### src/rtl/pvaa_pkg.sv
// ----------------------------------------------------------------------------
// pvaa_pkg
// Shared types and constants of the polyphonic voice allocator with ADSR
// envelopes: voice record layout, envelope phase codes and register set.
// ----------------------------------------------------------------------------
package pvaa_pkg;

  localparam int VOICES = 8;
  localparam int NOTES  = 128;
  localparam int VIDX_W = $clog2(VOICES);
  localparam int NOTE_W = 7;
  localparam int GAIN_W = 16;
  localparam int HOLD_W = 8;
  localparam int PH_W   = 3;

  localparam logic [VIDX_W-1:0] LAST_VOICE = VIDX_W'(VOICES - 1);

  // Envelope phase codes.
  localparam logic [PH_W-1:0] PH_OFF     = 3'd0;
  localparam logic [PH_W-1:0] PH_ATTACK  = 3'd1;
  localparam logic [PH_W-1:0] PH_DECAY   = 3'd2;
  localparam logic [PH_W-1:0] PH_SUSTAIN = 3'd3;
  localparam logic [PH_W-1:0] PH_RELEASE = 3'd4;

  // Input operation codes.
  localparam logic [1:0] OP_KEY   = 2'd0;
  localparam logic [1:0] OP_BLOCK = 2'd1;
  localparam logic [1:0] OP_TICK  = 2'd2;

  // Register indexes on the configuration port.
  localparam logic [2:0] REG_ATTACK  = 3'd0;
  localparam logic [2:0] REG_DECAY   = 3'd1;
  localparam logic [2:0] REG_RELEASE = 3'd2;
  localparam logic [2:0] REG_PEAK    = 3'd3;
  localparam logic [2:0] REG_SUSTAIN = 3'd4;
  localparam logic [2:0] REG_HOLD    = 3'd5;

  // One voice record as held in the voice memory.
  typedef struct packed {
    logic [PH_W-1:0]   phase;
    logic [GAIN_W-1:0] gain;
    logic [NOTE_W-1:0] note;
    logic              seen;
    logic [HOLD_W-1:0] hold;
  } voice_t;

  // Envelope and hold settings.
  typedef struct packed {
    logic [7:0]        attack_rate;
    logic [7:0]        decay_rate;
    logic [7:0]        release_rate;
    logic [GAIN_W-1:0] peak_level;
    logic [GAIN_W-1:0] sustain_level;
    logic [HOLD_W-1:0] hold_reload;
  } cfg_t;

endpackage

### src/rtl/pvaa_env_step.sv
// ----------------------------------------------------------------------------
// pvaa_env_step
// Update of one voice record for a block end (hold countdown) or a sample
// tick (one linear ADSR step). Flags when a finished release must check the
// note owner table.
// ----------------------------------------------------------------------------
module pvaa_env_step (
  input  logic            is_tick,
  input  pvaa_pkg::cfg_t  cfg,
  input  pvaa_pkg::voice_t cur,
  output pvaa_pkg::voice_t nxt,
  output logic            owner_chk
);

  logic [pvaa_pkg::GAIN_W:0] att_sum;
  logic [pvaa_pkg::GAIN_W:0] dec_floor;

  assign att_sum   = {1'b0, cur.gain} + {9'd0, cfg.attack_rate};
  assign dec_floor = {1'b0, cfg.sustain_level} + {9'd0, cfg.decay_rate};

  always_comb begin
    nxt       = cur;
    owner_chk = 1'b0;
    if (is_tick) begin
      // One envelope step.
      case (cur.phase)
        pvaa_pkg::PH_ATTACK: begin
          if (att_sum >= {1'b0, cfg.peak_level}) begin
            nxt.gain  = cfg.peak_level;
            nxt.phase = pvaa_pkg::PH_DECAY;
          end else begin
            nxt.gain = att_sum[pvaa_pkg::GAIN_W-1:0];
          end
        end
        pvaa_pkg::PH_DECAY: begin
          if ({1'b0, cur.gain} > dec_floor) begin
            nxt.gain = cur.gain - {8'd0, cfg.decay_rate};
          end else begin
            nxt.gain  = cfg.sustain_level;
            nxt.phase = pvaa_pkg::PH_SUSTAIN;
          end
        end
        pvaa_pkg::PH_SUSTAIN: begin
          nxt.gain = cfg.sustain_level;
        end
        pvaa_pkg::PH_RELEASE: begin
          if (cur.gain > {8'd0, cfg.release_rate}) begin
            nxt.gain = cur.gain - {8'd0, cfg.release_rate};
          end else begin
            nxt.gain  = '0;
            nxt.phase = pvaa_pkg::PH_OFF;
            owner_chk = 1'b1;
          end
        end
        default: begin
        end
      endcase
    end else begin
      // Hold countdown; unheld voices fall into release.
      if (cur.phase != pvaa_pkg::PH_OFF && cur.phase != pvaa_pkg::PH_RELEASE) begin
        if (!cur.seen && cur.hold != '0) begin
          nxt.hold = cur.hold - 1'b1;
        end else if (cur.hold == '0) begin
          nxt.phase = pvaa_pkg::PH_RELEASE;
        end
      end
      nxt.seen = 1'b0;
    end
  end

endmodule

### src/rtl/poly_voice_allocator_adsr_core.sv
// ----------------------------------------------------------------------------
// poly_voice_allocator_adsr_core
// Note-to-voice allocator with a linear ADSR envelope per voice. Voice
// records and note owners live in synchronous memories, read-modify-write.
//
//   Channel   Ports                               Handshake
//   input     in_op, in_note                      start && !busy
//   result    out_voice, out_level, out_phase_state,
//             out_accepted, out_last              out_valid, one cycle
//   config    psel penable pwrite paddr pwdata    APB write, pready high
//
// A key press keeps busy high through the owner lookup and voice read on a
// retrigger, and while the voice memory is scanned, one voice per cycle,
// plus the owner lookup of a stolen voice. A block end or sample tick keeps
// busy high while every voice is stepped in turn, plus an owner memory
// lookup for each voice whose release ends. Results are registered and
// appear in the cycle after they are formed. Reset is synchronous and needs
// no clearing pass; the receiver cannot stall results.
// ----------------------------------------------------------------------------
module poly_voice_allocator_adsr_core (
  input  logic        clk,
  input  logic        rst_n,
  input  logic        start,
  output logic        busy,
  input  logic [1:0]  in_op,
  input  logic [6:0]  in_note,
  output logic        out_valid,
  output logic [2:0]  out_voice,
  output logic [15:0] out_level,
  output logic [2:0]  out_phase_state,
  output logic        out_accepted,
  output logic        out_last,
  input  logic        psel,
  input  logic        penable,
  input  logic        pwrite,
  input  logic [4:0]  paddr,
  input  logic [31:0] pwdata,
  output logic [31:0] prdata,
  output logic        pready
);

  typedef enum logic [2:0] {
    S_IDLE, S_K_OWN, S_K_RET, S_K_SCAN, S_K_OLD, S_V_RD, S_V_OWN
  } state_t;

  localparam int VW = pvaa_pkg::VIDX_W;
  localparam int NW = pvaa_pkg::NOTE_W;

  // Configuration registers.
  pvaa_pkg::cfg_t cfg_r;
  logic           cfg_we;
  logic [2:0]     cfg_idx;

  assign pready  = 1'b1;
  assign cfg_we  = psel && penable && pwrite;
  assign cfg_idx = paddr[4:2];

  always_ff @(posedge clk) begin
    if (!rst_n) begin
      cfg_r.attack_rate   <= 8'd16;
      cfg_r.decay_rate    <= 8'd4;
      cfg_r.release_rate  <= 8'd8;
      cfg_r.peak_level    <= 16'd65280;
      cfg_r.sustain_level <= 16'd32768;
      cfg_r.hold_reload   <= 8'd4;
    end else if (cfg_we) begin
      case (cfg_idx)
        pvaa_pkg::REG_ATTACK:  cfg_r.attack_rate   <= pwdata[7:0];
        pvaa_pkg::REG_DECAY:   cfg_r.decay_rate    <= pwdata[7:0];
        pvaa_pkg::REG_RELEASE: cfg_r.release_rate  <= pwdata[7:0];
        pvaa_pkg::REG_PEAK:    cfg_r.peak_level    <= pwdata[15:0];
        pvaa_pkg::REG_SUSTAIN: cfg_r.sustain_level <= pwdata[15:0];
        pvaa_pkg::REG_HOLD:    cfg_r.hold_reload   <= pwdata[7:0];
        default: begin
        end
      endcase
    end
  end

  // Register read-back.
  always_comb begin
    case (cfg_idx)
      pvaa_pkg::REG_ATTACK:  prdata = {24'd0, cfg_r.attack_rate};
      pvaa_pkg::REG_DECAY:   prdata = {24'd0, cfg_r.decay_rate};
      pvaa_pkg::REG_RELEASE: prdata = {24'd0, cfg_r.release_rate};
      pvaa_pkg::REG_PEAK:    prdata = {16'd0, cfg_r.peak_level};
      pvaa_pkg::REG_SUSTAIN: prdata = {16'd0, cfg_r.sustain_level};
      pvaa_pkg::REG_HOLD:    prdata = {24'd0, cfg_r.hold_reload};
      default:               prdata = '0;
    endcase
  end

  // Voice memory with per-entry valid bits; an unwritten voice reads as zero.
  pvaa_pkg::voice_t vmem [pvaa_pkg::VOICES];
  logic [pvaa_pkg::VOICES-1:0] vvalid_r;
  pvaa_pkg::voice_t vrdata_r;
  logic [VW-1:0]    vraddr;
  logic             vwe;
  logic [VW-1:0]    vwaddr;
  pvaa_pkg::voice_t vwdata;

  always_ff @(posedge clk) begin
    if (vwe) begin
      vmem[vwaddr] <= vwdata;
    end
    vrdata_r <= vvalid_r[vraddr] ? vmem[vraddr] : '0;
  end

  always_ff @(posedge clk) begin
    if (!rst_n) begin
      vvalid_r <= '0;
    end else if (vwe) begin
      vvalid_r[vwaddr] <= 1'b1;
    end
  end

  // Note owner memory; valid bits in flops, cleared at reset.
  logic [VW-1:0]  omem [pvaa_pkg::NOTES];
  logic [pvaa_pkg::NOTES-1:0] ovalid_r;
  logic [VW-1:0]  ordata_r;
  logic [NW-1:0]  oraddr;
  logic           owe;
  logic [NW-1:0]  owaddr;
  logic [VW-1:0]  owdata;
  logic           oclr;
  logic [NW-1:0]  oclr_addr;

  always_ff @(posedge clk) begin
    if (owe) begin
      omem[owaddr] <= owdata;
    end
    ordata_r <= omem[oraddr];
  end

  // Clear first so that a new owner of the same note wins.
  always_ff @(posedge clk) begin
    if (!rst_n) begin
      ovalid_r <= '0;
    end else begin
      if (oclr) begin
        ovalid_r[oclr_addr] <= 1'b0;
      end
      if (owe) begin
        ovalid_r[owaddr] <= 1'b1;
      end
    end
  end

  // Operation of the word in progress.
  logic [1:0]       op_r, op_nxt;

  // Envelope step of the voice read this cycle.
  pvaa_pkg::voice_t step_nxt;
  logic             step_owner_chk;

  pvaa_env_step u_step (
    .is_tick   (op_r == pvaa_pkg::OP_TICK),
    .cfg       (cfg_r),
    .cur       (vrdata_r),
    .nxt       (step_nxt),
    .owner_chk (step_owner_chk)
  );

  // Sequencer state.
  state_t           state_r, state_nxt;
  logic [NW-1:0]    note_r, note_nxt;
  logic [VW-1:0]    idx_r, idx_nxt;
  pvaa_pkg::voice_t ent_r, ent_nxt;
  logic [15:0]      best_gain_r, best_gain_nxt;
  logic [VW-1:0]    best_idx_r, best_idx_nxt;
  logic [NW-1:0]    best_note_r, best_note_nxt;
  logic             have_rel_r, have_rel_nxt;
  logic             out_valid_r, out_valid_nxt;
  logic [2:0]       out_voice_r, out_voice_nxt;
  logic [15:0]      out_level_r, out_level_nxt;
  logic [2:0]       out_phase_r, out_phase_nxt;
  logic             out_acc_r, out_acc_nxt;
  logic             out_last_r, out_last_nxt;

  pvaa_pkg::voice_t new_voice;
  pvaa_pkg::voice_t ret_voice;
  logic             rel_hit;

  assign busy = (state_r != S_IDLE);

  assign new_voice = '{phase: pvaa_pkg::PH_ATTACK, gain: '0, note: note_r, seen: 1'b1,
                       hold: cfg_r.hold_reload};
  assign rel_hit = (vrdata_r.phase == pvaa_pkg::PH_RELEASE) &&
                   (vrdata_r.gain <= best_gain_r);

  always_comb begin
    ret_voice      = vrdata_r;
    ret_voice.seen = 1'b1;
    ret_voice.hold = cfg_r.hold_reload;
    if (vrdata_r.phase == pvaa_pkg::PH_RELEASE) begin
      ret_voice.phase = pvaa_pkg::PH_ATTACK;
    end
  end

  always_comb begin
    state_nxt     = state_r;
    op_nxt        = op_r;
    note_nxt      = note_r;
    idx_nxt       = idx_r;
    ent_nxt       = ent_r;
    best_gain_nxt = best_gain_r;
    best_idx_nxt  = best_idx_r;
    best_note_nxt = best_note_r;
    have_rel_nxt  = have_rel_r;
    out_valid_nxt = 1'b0;
    out_voice_nxt = out_voice_r;
    out_level_nxt = out_level_r;
    out_phase_nxt = out_phase_r;
    out_acc_nxt   = out_acc_r;
    out_last_nxt  = out_last_r;
    vraddr        = '0;
    vwe           = 1'b0;
    vwaddr        = idx_r;
    vwdata        = step_nxt;
    oraddr        = note_r;
    owe           = 1'b0;
    owaddr        = note_r;
    owdata        = best_idx_r;
    oclr          = 1'b0;
    oclr_addr     = note_r;

    case (state_r)
      S_IDLE: begin
        if (start) begin
          op_nxt   = in_op;
          note_nxt = in_note;
          idx_nxt  = '0;
          oraddr   = in_note;
          case (in_op)
            pvaa_pkg::OP_KEY:   state_nxt = S_K_OWN;
            pvaa_pkg::OP_BLOCK: state_nxt = S_V_RD;
            pvaa_pkg::OP_TICK:  state_nxt = S_V_RD;
            default:            state_nxt = S_IDLE;
          endcase
        end
      end

      // Owner lookup of the pressed note.
      S_K_OWN: begin
        best_gain_nxt = 16'hFFFF;
        have_rel_nxt  = 1'b0;
        if (ovalid_r[note_r]) begin
          vraddr    = ordata_r;
          idx_nxt   = ordata_r;
          state_nxt = S_K_RET;
        end else begin
          idx_nxt   = '0;
          state_nxt = S_K_SCAN;
        end
      end

      // Retrigger a sounding owner, else drop the stale owner and scan.
      S_K_RET: begin
        if (vrdata_r.phase != pvaa_pkg::PH_OFF) begin
          vwe           = 1'b1;
          vwdata        = ret_voice;
          out_valid_nxt = 1'b1;
          out_voice_nxt = idx_r;
          out_level_nxt = ret_voice.gain;
          out_phase_nxt = ret_voice.phase;
          out_acc_nxt   = 1'b1;
          out_last_nxt  = 1'b1;
          state_nxt     = S_IDLE;
        end else begin
          oclr      = 1'b1;
          idx_nxt   = '0;
          state_nxt = S_K_SCAN;
        end
      end

      // One voice per cycle: first free voice, else quietest release.
      S_K_SCAN: begin
        if (rel_hit) begin
          best_gain_nxt = vrdata_r.gain;
          best_idx_nxt  = idx_r;
          best_note_nxt = vrdata_r.note;
          have_rel_nxt  = 1'b1;
        end
        if (vrdata_r.phase == pvaa_pkg::PH_OFF) begin
          vwe           = 1'b1;
          vwdata        = new_voice;
          owe           = 1'b1;
          owdata        = idx_r;
          out_valid_nxt = 1'b1;
          out_voice_nxt = idx_r;
          out_level_nxt = '0;
          out_phase_nxt = pvaa_pkg::PH_ATTACK;
          out_acc_nxt   = 1'b1;
          out_last_nxt  = 1'b1;
          state_nxt     = S_IDLE;
        end else if (idx_r == pvaa_pkg::LAST_VOICE) begin
          if (rel_hit || have_rel_r) begin
            oraddr    = rel_hit ? vrdata_r.note : best_note_r;
            state_nxt = S_K_OLD;
          end else begin
            out_valid_nxt = 1'b1;
            out_voice_nxt = '0;
            out_level_nxt = '0;
            out_phase_nxt = pvaa_pkg::PH_OFF;
            out_acc_nxt   = 1'b0;
            out_last_nxt  = 1'b1;
            state_nxt     = S_IDLE;
          end
        end else begin
          idx_nxt = idx_r + 1'b1;
          vraddr  = idx_r + 1'b1;
        end
      end

      // Steal: release the old note's ownership, then place the new note.
      S_K_OLD: begin
        if (ovalid_r[best_note_r] && ordata_r == best_idx_r) begin
          oclr      = 1'b1;
          oclr_addr = best_note_r;
        end
        vwe           = 1'b1;
        vwaddr        = best_idx_r;
        vwdata        = new_voice;
        owe           = 1'b1;
        owdata        = best_idx_r;
        out_valid_nxt = 1'b1;
        out_voice_nxt = best_idx_r;
        out_level_nxt = '0;
        out_phase_nxt = pvaa_pkg::PH_ATTACK;
        out_acc_nxt   = 1'b1;
        out_last_nxt  = 1'b1;
        state_nxt     = S_IDLE;
      end

      // Block end or tick on one voice; finished releases check the owner.
      S_V_RD: begin
        if (step_owner_chk) begin
          ent_nxt   = step_nxt;
          oraddr    = vrdata_r.note;
          state_nxt = S_V_OWN;
        end else begin
          vwe           = 1'b1;
          out_valid_nxt = 1'b1;
          out_voice_nxt = idx_r;
          out_level_nxt = step_nxt.gain;
          out_phase_nxt = step_nxt.phase;
          out_acc_nxt   = 1'b0;
          out_last_nxt  = (idx_r == pvaa_pkg::LAST_VOICE);
          if (idx_r == pvaa_pkg::LAST_VOICE) begin
            state_nxt = S_IDLE;
          end else begin
            idx_nxt = idx_r + 1'b1;
            vraddr  = idx_r + 1'b1;
          end
        end
      end

      S_V_OWN: begin
        if (ovalid_r[ent_r.note] && ordata_r == idx_r) begin
          oclr      = 1'b1;
          oclr_addr = ent_r.note;
        end
        vwe           = 1'b1;
        vwdata        = ent_r;
        out_valid_nxt = 1'b1;
        out_voice_nxt = idx_r;
        out_level_nxt = ent_r.gain;
        out_phase_nxt = ent_r.phase;
        out_acc_nxt   = 1'b0;
        out_last_nxt  = (idx_r == pvaa_pkg::LAST_VOICE);
        if (idx_r == pvaa_pkg::LAST_VOICE) begin
          state_nxt = S_IDLE;
        end else begin
          idx_nxt   = idx_r + 1'b1;
          vraddr    = idx_r + 1'b1;
          state_nxt = S_V_RD;
        end
      end

      default: begin
        state_nxt = S_IDLE;
      end
    endcase
  end

  // State and registered result word.
  always_ff @(posedge clk) begin
    if (!rst_n) begin
      state_r     <= S_IDLE;
      out_valid_r <= 1'b0;
    end else begin
      state_r     <= state_nxt;
      out_valid_r <= out_valid_nxt;
    end
    op_r        <= op_nxt;
    note_r      <= note_nxt;
    idx_r       <= idx_nxt;
    ent_r       <= ent_nxt;
    best_gain_r <= best_gain_nxt;
    best_idx_r  <= best_idx_nxt;
    best_note_r <= best_note_nxt;
    have_rel_r  <= have_rel_nxt;
    out_voice_r <= out_voice_nxt;
    out_level_r <= out_level_nxt;
    out_phase_r <= out_phase_nxt;
    out_acc_r   <= out_acc_nxt;
    out_last_r  <= out_last_nxt;
  end

  assign out_valid       = out_valid_r;
  assign out_voice       = out_voice_r;
  assign out_level       = out_level_r;
  assign out_phase_state = out_phase_r;
  assign out_accepted    = out_acc_r;
  assign out_last        = out_last_r;

endmodule

### config.mk
export PLATFORM = sky130hd
export DESIGN_NAME = poly_voice_allocator_adsr_core
export DESIGN_NICKNAME = d
export VERILOG_FILES = /design/src/rtl/pvaa_pkg.sv /design/src/rtl/pvaa_env_step.sv /design/src/rtl/poly_voice_allocator_adsr_core.sv
export SDC_FILE = /design/constraint.sdc
export NUM_CORES = 2
export LEC_CHECK = 0
export BUFFER_PORTS_ARGS = -buffer_cell sky130_fd_sc_hd__buf_2
export CORE_AREA = 2 2 237 332
export DETAILED_ROUTE_END_ITERATION = 7
export DIE_AREA = 0 0 239 334
export PLACE_DENSITY = 0.78
export SETUP_SLACK_MARGIN = 0.15
export SYNTH_ARGS = -nofsm -noshare
export SYNTH_HDL_FRONTEND = slang
export SYNTH_SLANG_ARGS = --single-unit
### constraint.sdc
create_clock -name clk -period 8.85 [get_ports clk]
set_clock_uncertainty 0.2 [all_clocks]
set_input_delay 0 -clock clk [delete_from_list [all_inputs] [get_ports clk]]
set_output_delay 0 -clock clk [all_outputs]
set_load 0.02 [all_outputs]
Word level (Yosys, flattened, before mapping)
Memories as Yosys holds them, arrays and structs flattened. A register that Yosys moved wholly into a read port is not among the register bits.
Index checks and enable logic that the tools add are counted.

cells by class
  magnitude comparators = 13
  reductions and logical operators = 39
  bitwise operators = 4
  multiplexer cells = 124
  add/subtract/negate cells = 6
  equality and inequality tests = 31

operators by type and width
  cell                                                                   count
  128-bit 2-to-1 mux                                                     3
  16-bit 2-to-1 mux                                                      10
  35-bit one-hot mux with 4 select lines                                 1
  128-bit AND                                                            1
  128-bit NOT                                                            1
  128-bit bitwise OR                                                     1
  3-bit 2-to-1 mux                                                       35
  16-bit one-hot mux with 6 select lines                                 1
  16-bit one-hot mux with 5 select lines                                 1
  35-bit 2-to-1 mux                                                      2
  16-bit one-hot mux with 4 select lines                                 1
  7-bit 2-to-1 mux                                                       8
  3-bit one-hot mux with 6 select lines                                  2
  16-bit by 8-bit adder with 17-bit output                               2
  1-bit 2-to-1 mux                                                       34
  7-bit by 8-bit < comparator with 1-bit output, second input constant   4
  16-bit one-hot mux with 2 select lines                                 1
  16-bit by 8-bit subtractor with 16-bit output                          2
  3-bit one-hot mux with 5 select lines                                  2
  1-bit binary-select mux with 7-bit select                              3
  3-bit equality test, second input constant                             7
  7-bit one-hot mux with 3 select lines                                  1
  2-bit AND reduction                                                    10
  3-bit by 2-bit equality test with 1-bit output, second input constant  6
  44 further kinds                                                       78

storage, ports and cells
  memories kept = 2
  flip-flop bits (word level) = 302
  output and inout bits = 59
  bits in writable memories = 664
  logic and storage cells = 246

memories
  memory  words  width  read ports  clocked after memory_dff  wr ports  RTL line                               text
  omem    128    3      1           1                         1         poly_voice_allocator_adsr_core.sv:118  logic [VW-1:0] omem [pvaa_pkg::NOTES];
  vmem    8      35     1           1                         1         poly_voice_allocator_adsr_core.sv:94   pvaa_pkg::voice_t vmem [pvaa_pkg::VOICES];

Depth between registers and ports, before layout
  depth after elaboration = 15
  depth in mapped cells = 26

Hierarchy
From an unflattened synthesis, not the netlist that was laid out.

unflattened totals
  cell total of the unflattened synthesis = 3,929
  area total of the unflattened synthesis = 48,437.7 µm²

by module, submodules not included
  module                          times used  area an instance (µm²)  cells an instance
  poly_voice_allocator_adsr_core  1           44,503.9                3,355
  pvaa_env_step                   1           3,933.8                 574

Worst setup path after synthesis
No wires, ideal clock.

  path type = register to register
  start = register state_r[0]
  end = memory omem[0][0] (netlist bit), data pin
  data arrival time = 6.524 ns
  cell stages (with the launch flop) = 7
  period minus slack after synthesis = 7.923 ns
  path slack = 0.927 ns
  path through = dfxtp_1 -> and2_1 -> nand2_1 -> inv_1 -> clkbuf_1 -> nand2_1 -> o21ai_0

on the way
  longest elaborated chain between the ends = 2

RTL lines
  item                                            RTL line                               text
  start: declaration                              poly_voice_allocator_adsr_core.sv:165  state_t state_r, state_nxt;
  start signal: assignment                        poly_voice_allocator_adsr_core.sv:392  state_r <= state_nxt;
  3-bit by 2-bit equality test with 1-bit output  poly_voice_allocator_adsr_core.sv:227  case (state_r)
  3-bit 2-to-1 mux                                poly_voice_allocator_adsr_core.sv:227
  via owdata[0]                                   poly_voice_allocator_adsr_core.sv:124  logic [VW-1:0] owdata;
  end: declaration                                poly_voice_allocator_adsr_core.sv:118

The timed path passes the listed nets, and every way through them passes these cells.

Worst setup path after layout
  start = register, netlist name ret_voice[16]
  end = register ordata_r[1], read port of omem

on the way
  longest elaborated chain between the ends = 7
  elaborated cells on any way between the ends = 13
  classes of those cells = 2 x order compare; 9 x mux; 2 x reduce/logical

RTL lines
  item                                                         RTL line                               text
  16-bit <= comparator                                         poly_voice_allocator_adsr_core.sv:189  (vrdata_r.gain <= best_gain_r);
  1-bit logical AND                                            poly_voice_allocator_adsr_core.sv:188  assign rel_hit = (vrdata_r.phase == pvaa_pkg::PH_RELEASE) &&
  7-bit 2-to-1 mux / 1-bit logical OR (equally long branches)  -
  7-bit 2-to-1 mux                                             poly_voice_allocator_adsr_core.sv:297  if (rel_hit || have_rel_r) begin
  7-bit 2-to-1 mux                                             poly_voice_allocator_adsr_core.sv:296  end else if (idx_r == pvaa_pkg::LAST_VOICE) begin
  7-bit 2-to-1 mux                                             poly_voice_allocator_adsr_core.sv:284  if (vrdata_r.phase == pvaa_pkg::PH_OFF) begin
  7-bit one-hot mux with 3 select lines (*)                    poly_voice_allocator_adsr_core.sv:227
  end: declaration                                             poly_voice_allocator_adsr_core.sv:120  logic [VW-1:0] ordata_r;

Mark *: on every way between the ends. The rest lies on a longest branch, timed or not.
A chain may end at the register's enable or synchronous reset.

==> results.cfg <==
[sta]
finalMaxSlewViolations = 0
whs_ns = 0.01668
setup_viol = 0
finalCriticalPeriod_ns = 6.883
max-slew-margin-rel_pct = 9.617
period_share_pct = 77.78
max_freq_mhz = 145.3
worst-slew-pin-transition_ns = 1.348
timing.setup.tns_ns = 0
setup_ws_ns = 1.967
rsz0062_at_grt = no
final_hold_viol_count = 0

[layout]
antennaDiodeCount = 0
layout.nets = 4431
drive_gt1_share_pct = 10.99
fin_cells = 5353
fill_cells = 5462
design_area_um2 = 52960
seqCellArea_um2 = 27730
multi_input_area_um2 = 18810
syn_to_final_growth_pct = 10.47

[cts]
clk_latency_ns = 0.70
clkTransAtPathRegs_ns = 0.07
cts_max_level = 3
numClockSinks = 1004
post-cts-setup-buffer-count = 0
cts-root-buf = clkbuf_16
cts_made_buffers = 92
ctsHoldBuffers = 81
cts_tree = done
cts_resized = 0
clockBufferDepth = 3

[global_routing]
gr-total-overflow = 0
track_usage_pct = 36.67
antenna_found_initial = 1
grt_first_pass_wirelength_um = 217500
grt_max_degree = 112
grt_pass1_vias = 35730

[route]
first_iter_violations = 5196
post-route-drc-count = 4
wl_um = 146000
dr_total_vias = 36580
routedWlPerCell_um = 27.27
ant_nets = 0
first_pass_iters = 8
drt-vias-per-instance = 6.834

[worst_hold_path]
hp-class = input pin to flop
hp-start = pwdata[6]
hold_end = cfg_r[54]
hold_depth = 4

[worst_setup_path]
path_class = flop to flop
r2r-end = ordata_r[1]
cp_cell_sequence = inv_1, ha_1, inv_1, fa_1, nand3_1, a21oi_1, o22ai_1, a21oi_1, a311oi_1, and4_1, nand3_1, a221oi_1, o21ai_0, o21ai_0, or4_1, o22ai_1, or4_1
path_max_fanout = 15
crit_buf_inv = 2
start_kind = flop
critPathMaxStageDelay_ns = 1.01
slowest_stage = and4_1
reg2reg_from = ret_voice[16]
r2r_cells = 17
cp-end-kind = flop
cp.arrival_ns = 7.26
path_delay_family = simple AND/OR/NAND/NOR gates
r2r_slack_ns = 1.97
worstPathRequired_ns = 9.23

[flow_run]
drv_cap = 0

[yosys]
synth_area_per_cell_um2 = 11.31
synthTopCellsByArea = edfxtp_1, dfxtp_1, nand2_1
synth_top_area_share_pct = 47.73
netlist_instances = 4240
synth_common_cells = edfxtp_1, nand2_1, nor2_1
yosysWarnings = 0
yosysUniqueCellTypes = 82
synth-seq-area-share_pct = 57.84
yosysTopAreaCell = edfxtp_1
synthArstFlopShare_pct = 0
syn_area_um2 = 47940
synthFlopType = edfxtp_1
yosysMostFrequentCell = edfxtp_1
ys_seq_elements = 1004
synth_edf_count = 762

[placement]
place_ws_ns = 2.255
place_area_um2 = 49020
port_buffers = 75
post-place-cells = 5098
dp_hpwl_um = 93390
gp_congestion = 1.001

[pwr]
powerDensity_nw_per_um2 = 344.9
irDropWorstVdd_mv = 0.5495
leakagePower_uw = 0.01877

[outcome]
failed_checks = design-rule violations
status = complete, but fails checks

[floorplan]
die_x_um = 239
die_h_um = 334
fp.dieArea_um2 = 79830
start_util_pct = 62.09
io_pins = 111
row_count = 121
coreArea_um2 = 77210
## state kept, by name, indices dropped and copies added (netlist names), 7 cells and up
name and flops:
note_r 7, vrdata_r 12, ovalid_r 128, best_gain_r 16, cfg_r 64, ret_voice 23
vmem 280, out_level 16, vvalid_r 8, best_note_r 7, ent_r 35, omem 384
## layer usage
metal | global-route usage [%] | routed length (µm) | vias up | part of all wire (%)
met1 | 41.50 | 47820 | 17640 | 33
met5 | 0 | 0 | - | 0
met3 | 7.445 | 13760 | 711 | 9.4
li1 | - | - | 15780 | -
met4 | 29.18 | 13530 | 0 | 9.3
met2 | 60.50 | 70890 | 2453 | 49
## worst max path at each step
stage | endpoint | start | slack (ns) | cells after the start
6_report | ordata_r[1] | ret_voice[16] | 1.97 | 17
3_5_place_dp | vmem[0][25] | ret_voice[17] | 2.26 | 20
3_3_place_gp | vmem[0][25] | ret_voice[17] | 2.34 | 22
5_1_grt | vmem[7][25] | ret_voice[17] | 1.55 | 20
4_1_cts | vmem[7][25] | ret_voice[17] | 2.27 | 20
2_1_floorplan | omem[0][0] | state_r[0] | 0.93 | 6
## stage by stage
| step | utilization [%] | total power, µW |
|---|---|---|
| finish | 68.59 | 18270 |
| global route | 68.59 | 18910 |
| CTS | 68.57 | 17960 |
| detailed placement | 63.48 | 13840 |
| global placement | 63.48 | 13700 |
| floorplan | - | 11260 |
## layout by cell type, fill, tap and decap left out, drive strengths merged, types with 17 or more instances in the layout
cell           n
edfxtp       762
nand2        740
nor2         322
nand3        247
dfxtp        242
o21a         198
a21oi        143
buf          143
o21ai        134
mux4         120
clkbuf       118
mux2i         98
inv           98
ha            85
nor3          85
dlygate4sd3   81
nand4         65
nor2b         65
a22oi         47
a221o         37
and3          36
clkinv        34
a21boi        31
a221oi        29
xnor2         26
xor2          23
a31oi         23
and2          23
o22ai         22
or3           21
o221ai        19
nand2b        17
a21o          17
o211ai        17
conb          17
a22o          17
## cell families after synthesis
kind of cell	count (synthesis)	synth area share (%)
other	2	0.01567
buffers and inverters	378	3.450
adder cells (fa/ha/maj)	89	2.385
multiplexers	233	8.036
AO/OA/AOI/OAI	818	11.82
XOR/XNOR	49	0.8952
AND/OR/NAND/NOR	1667	15.57
flip-flops	1004	57.84
## cell type report
cell class                      instances  area share, %
Clock buffer                          117          4.775
Multi-Input combinational cell       2873          35.51
Sequential cell                      1004          52.36
Tap cell                              984          2.325
Timing Repair Buffer                  225          3.253
Clock inverter                         56          1.113
Inverter                               94         0.6662
## power by group
part	internal [µW]	leakage, µW	total, µW	switching [µW]
clock network	2280	0.00150	4100	1820
logic	2290	0.00840	7920	5640
registers	5850	0.00887	6240	385
## worst register-to-register path, delay by kind of cell, from the launching register on
family | cells | cell delay [ns]
adders and majority gates | 2 | 0.64
AOI/OAI and AO/OA | 8 | 2.31
DFF | 1 | 0.39
and+or+nand+nor | 5 | 2.89
buffers and inverters | 2 | 0.37
(Power assumes the default switching activity.)
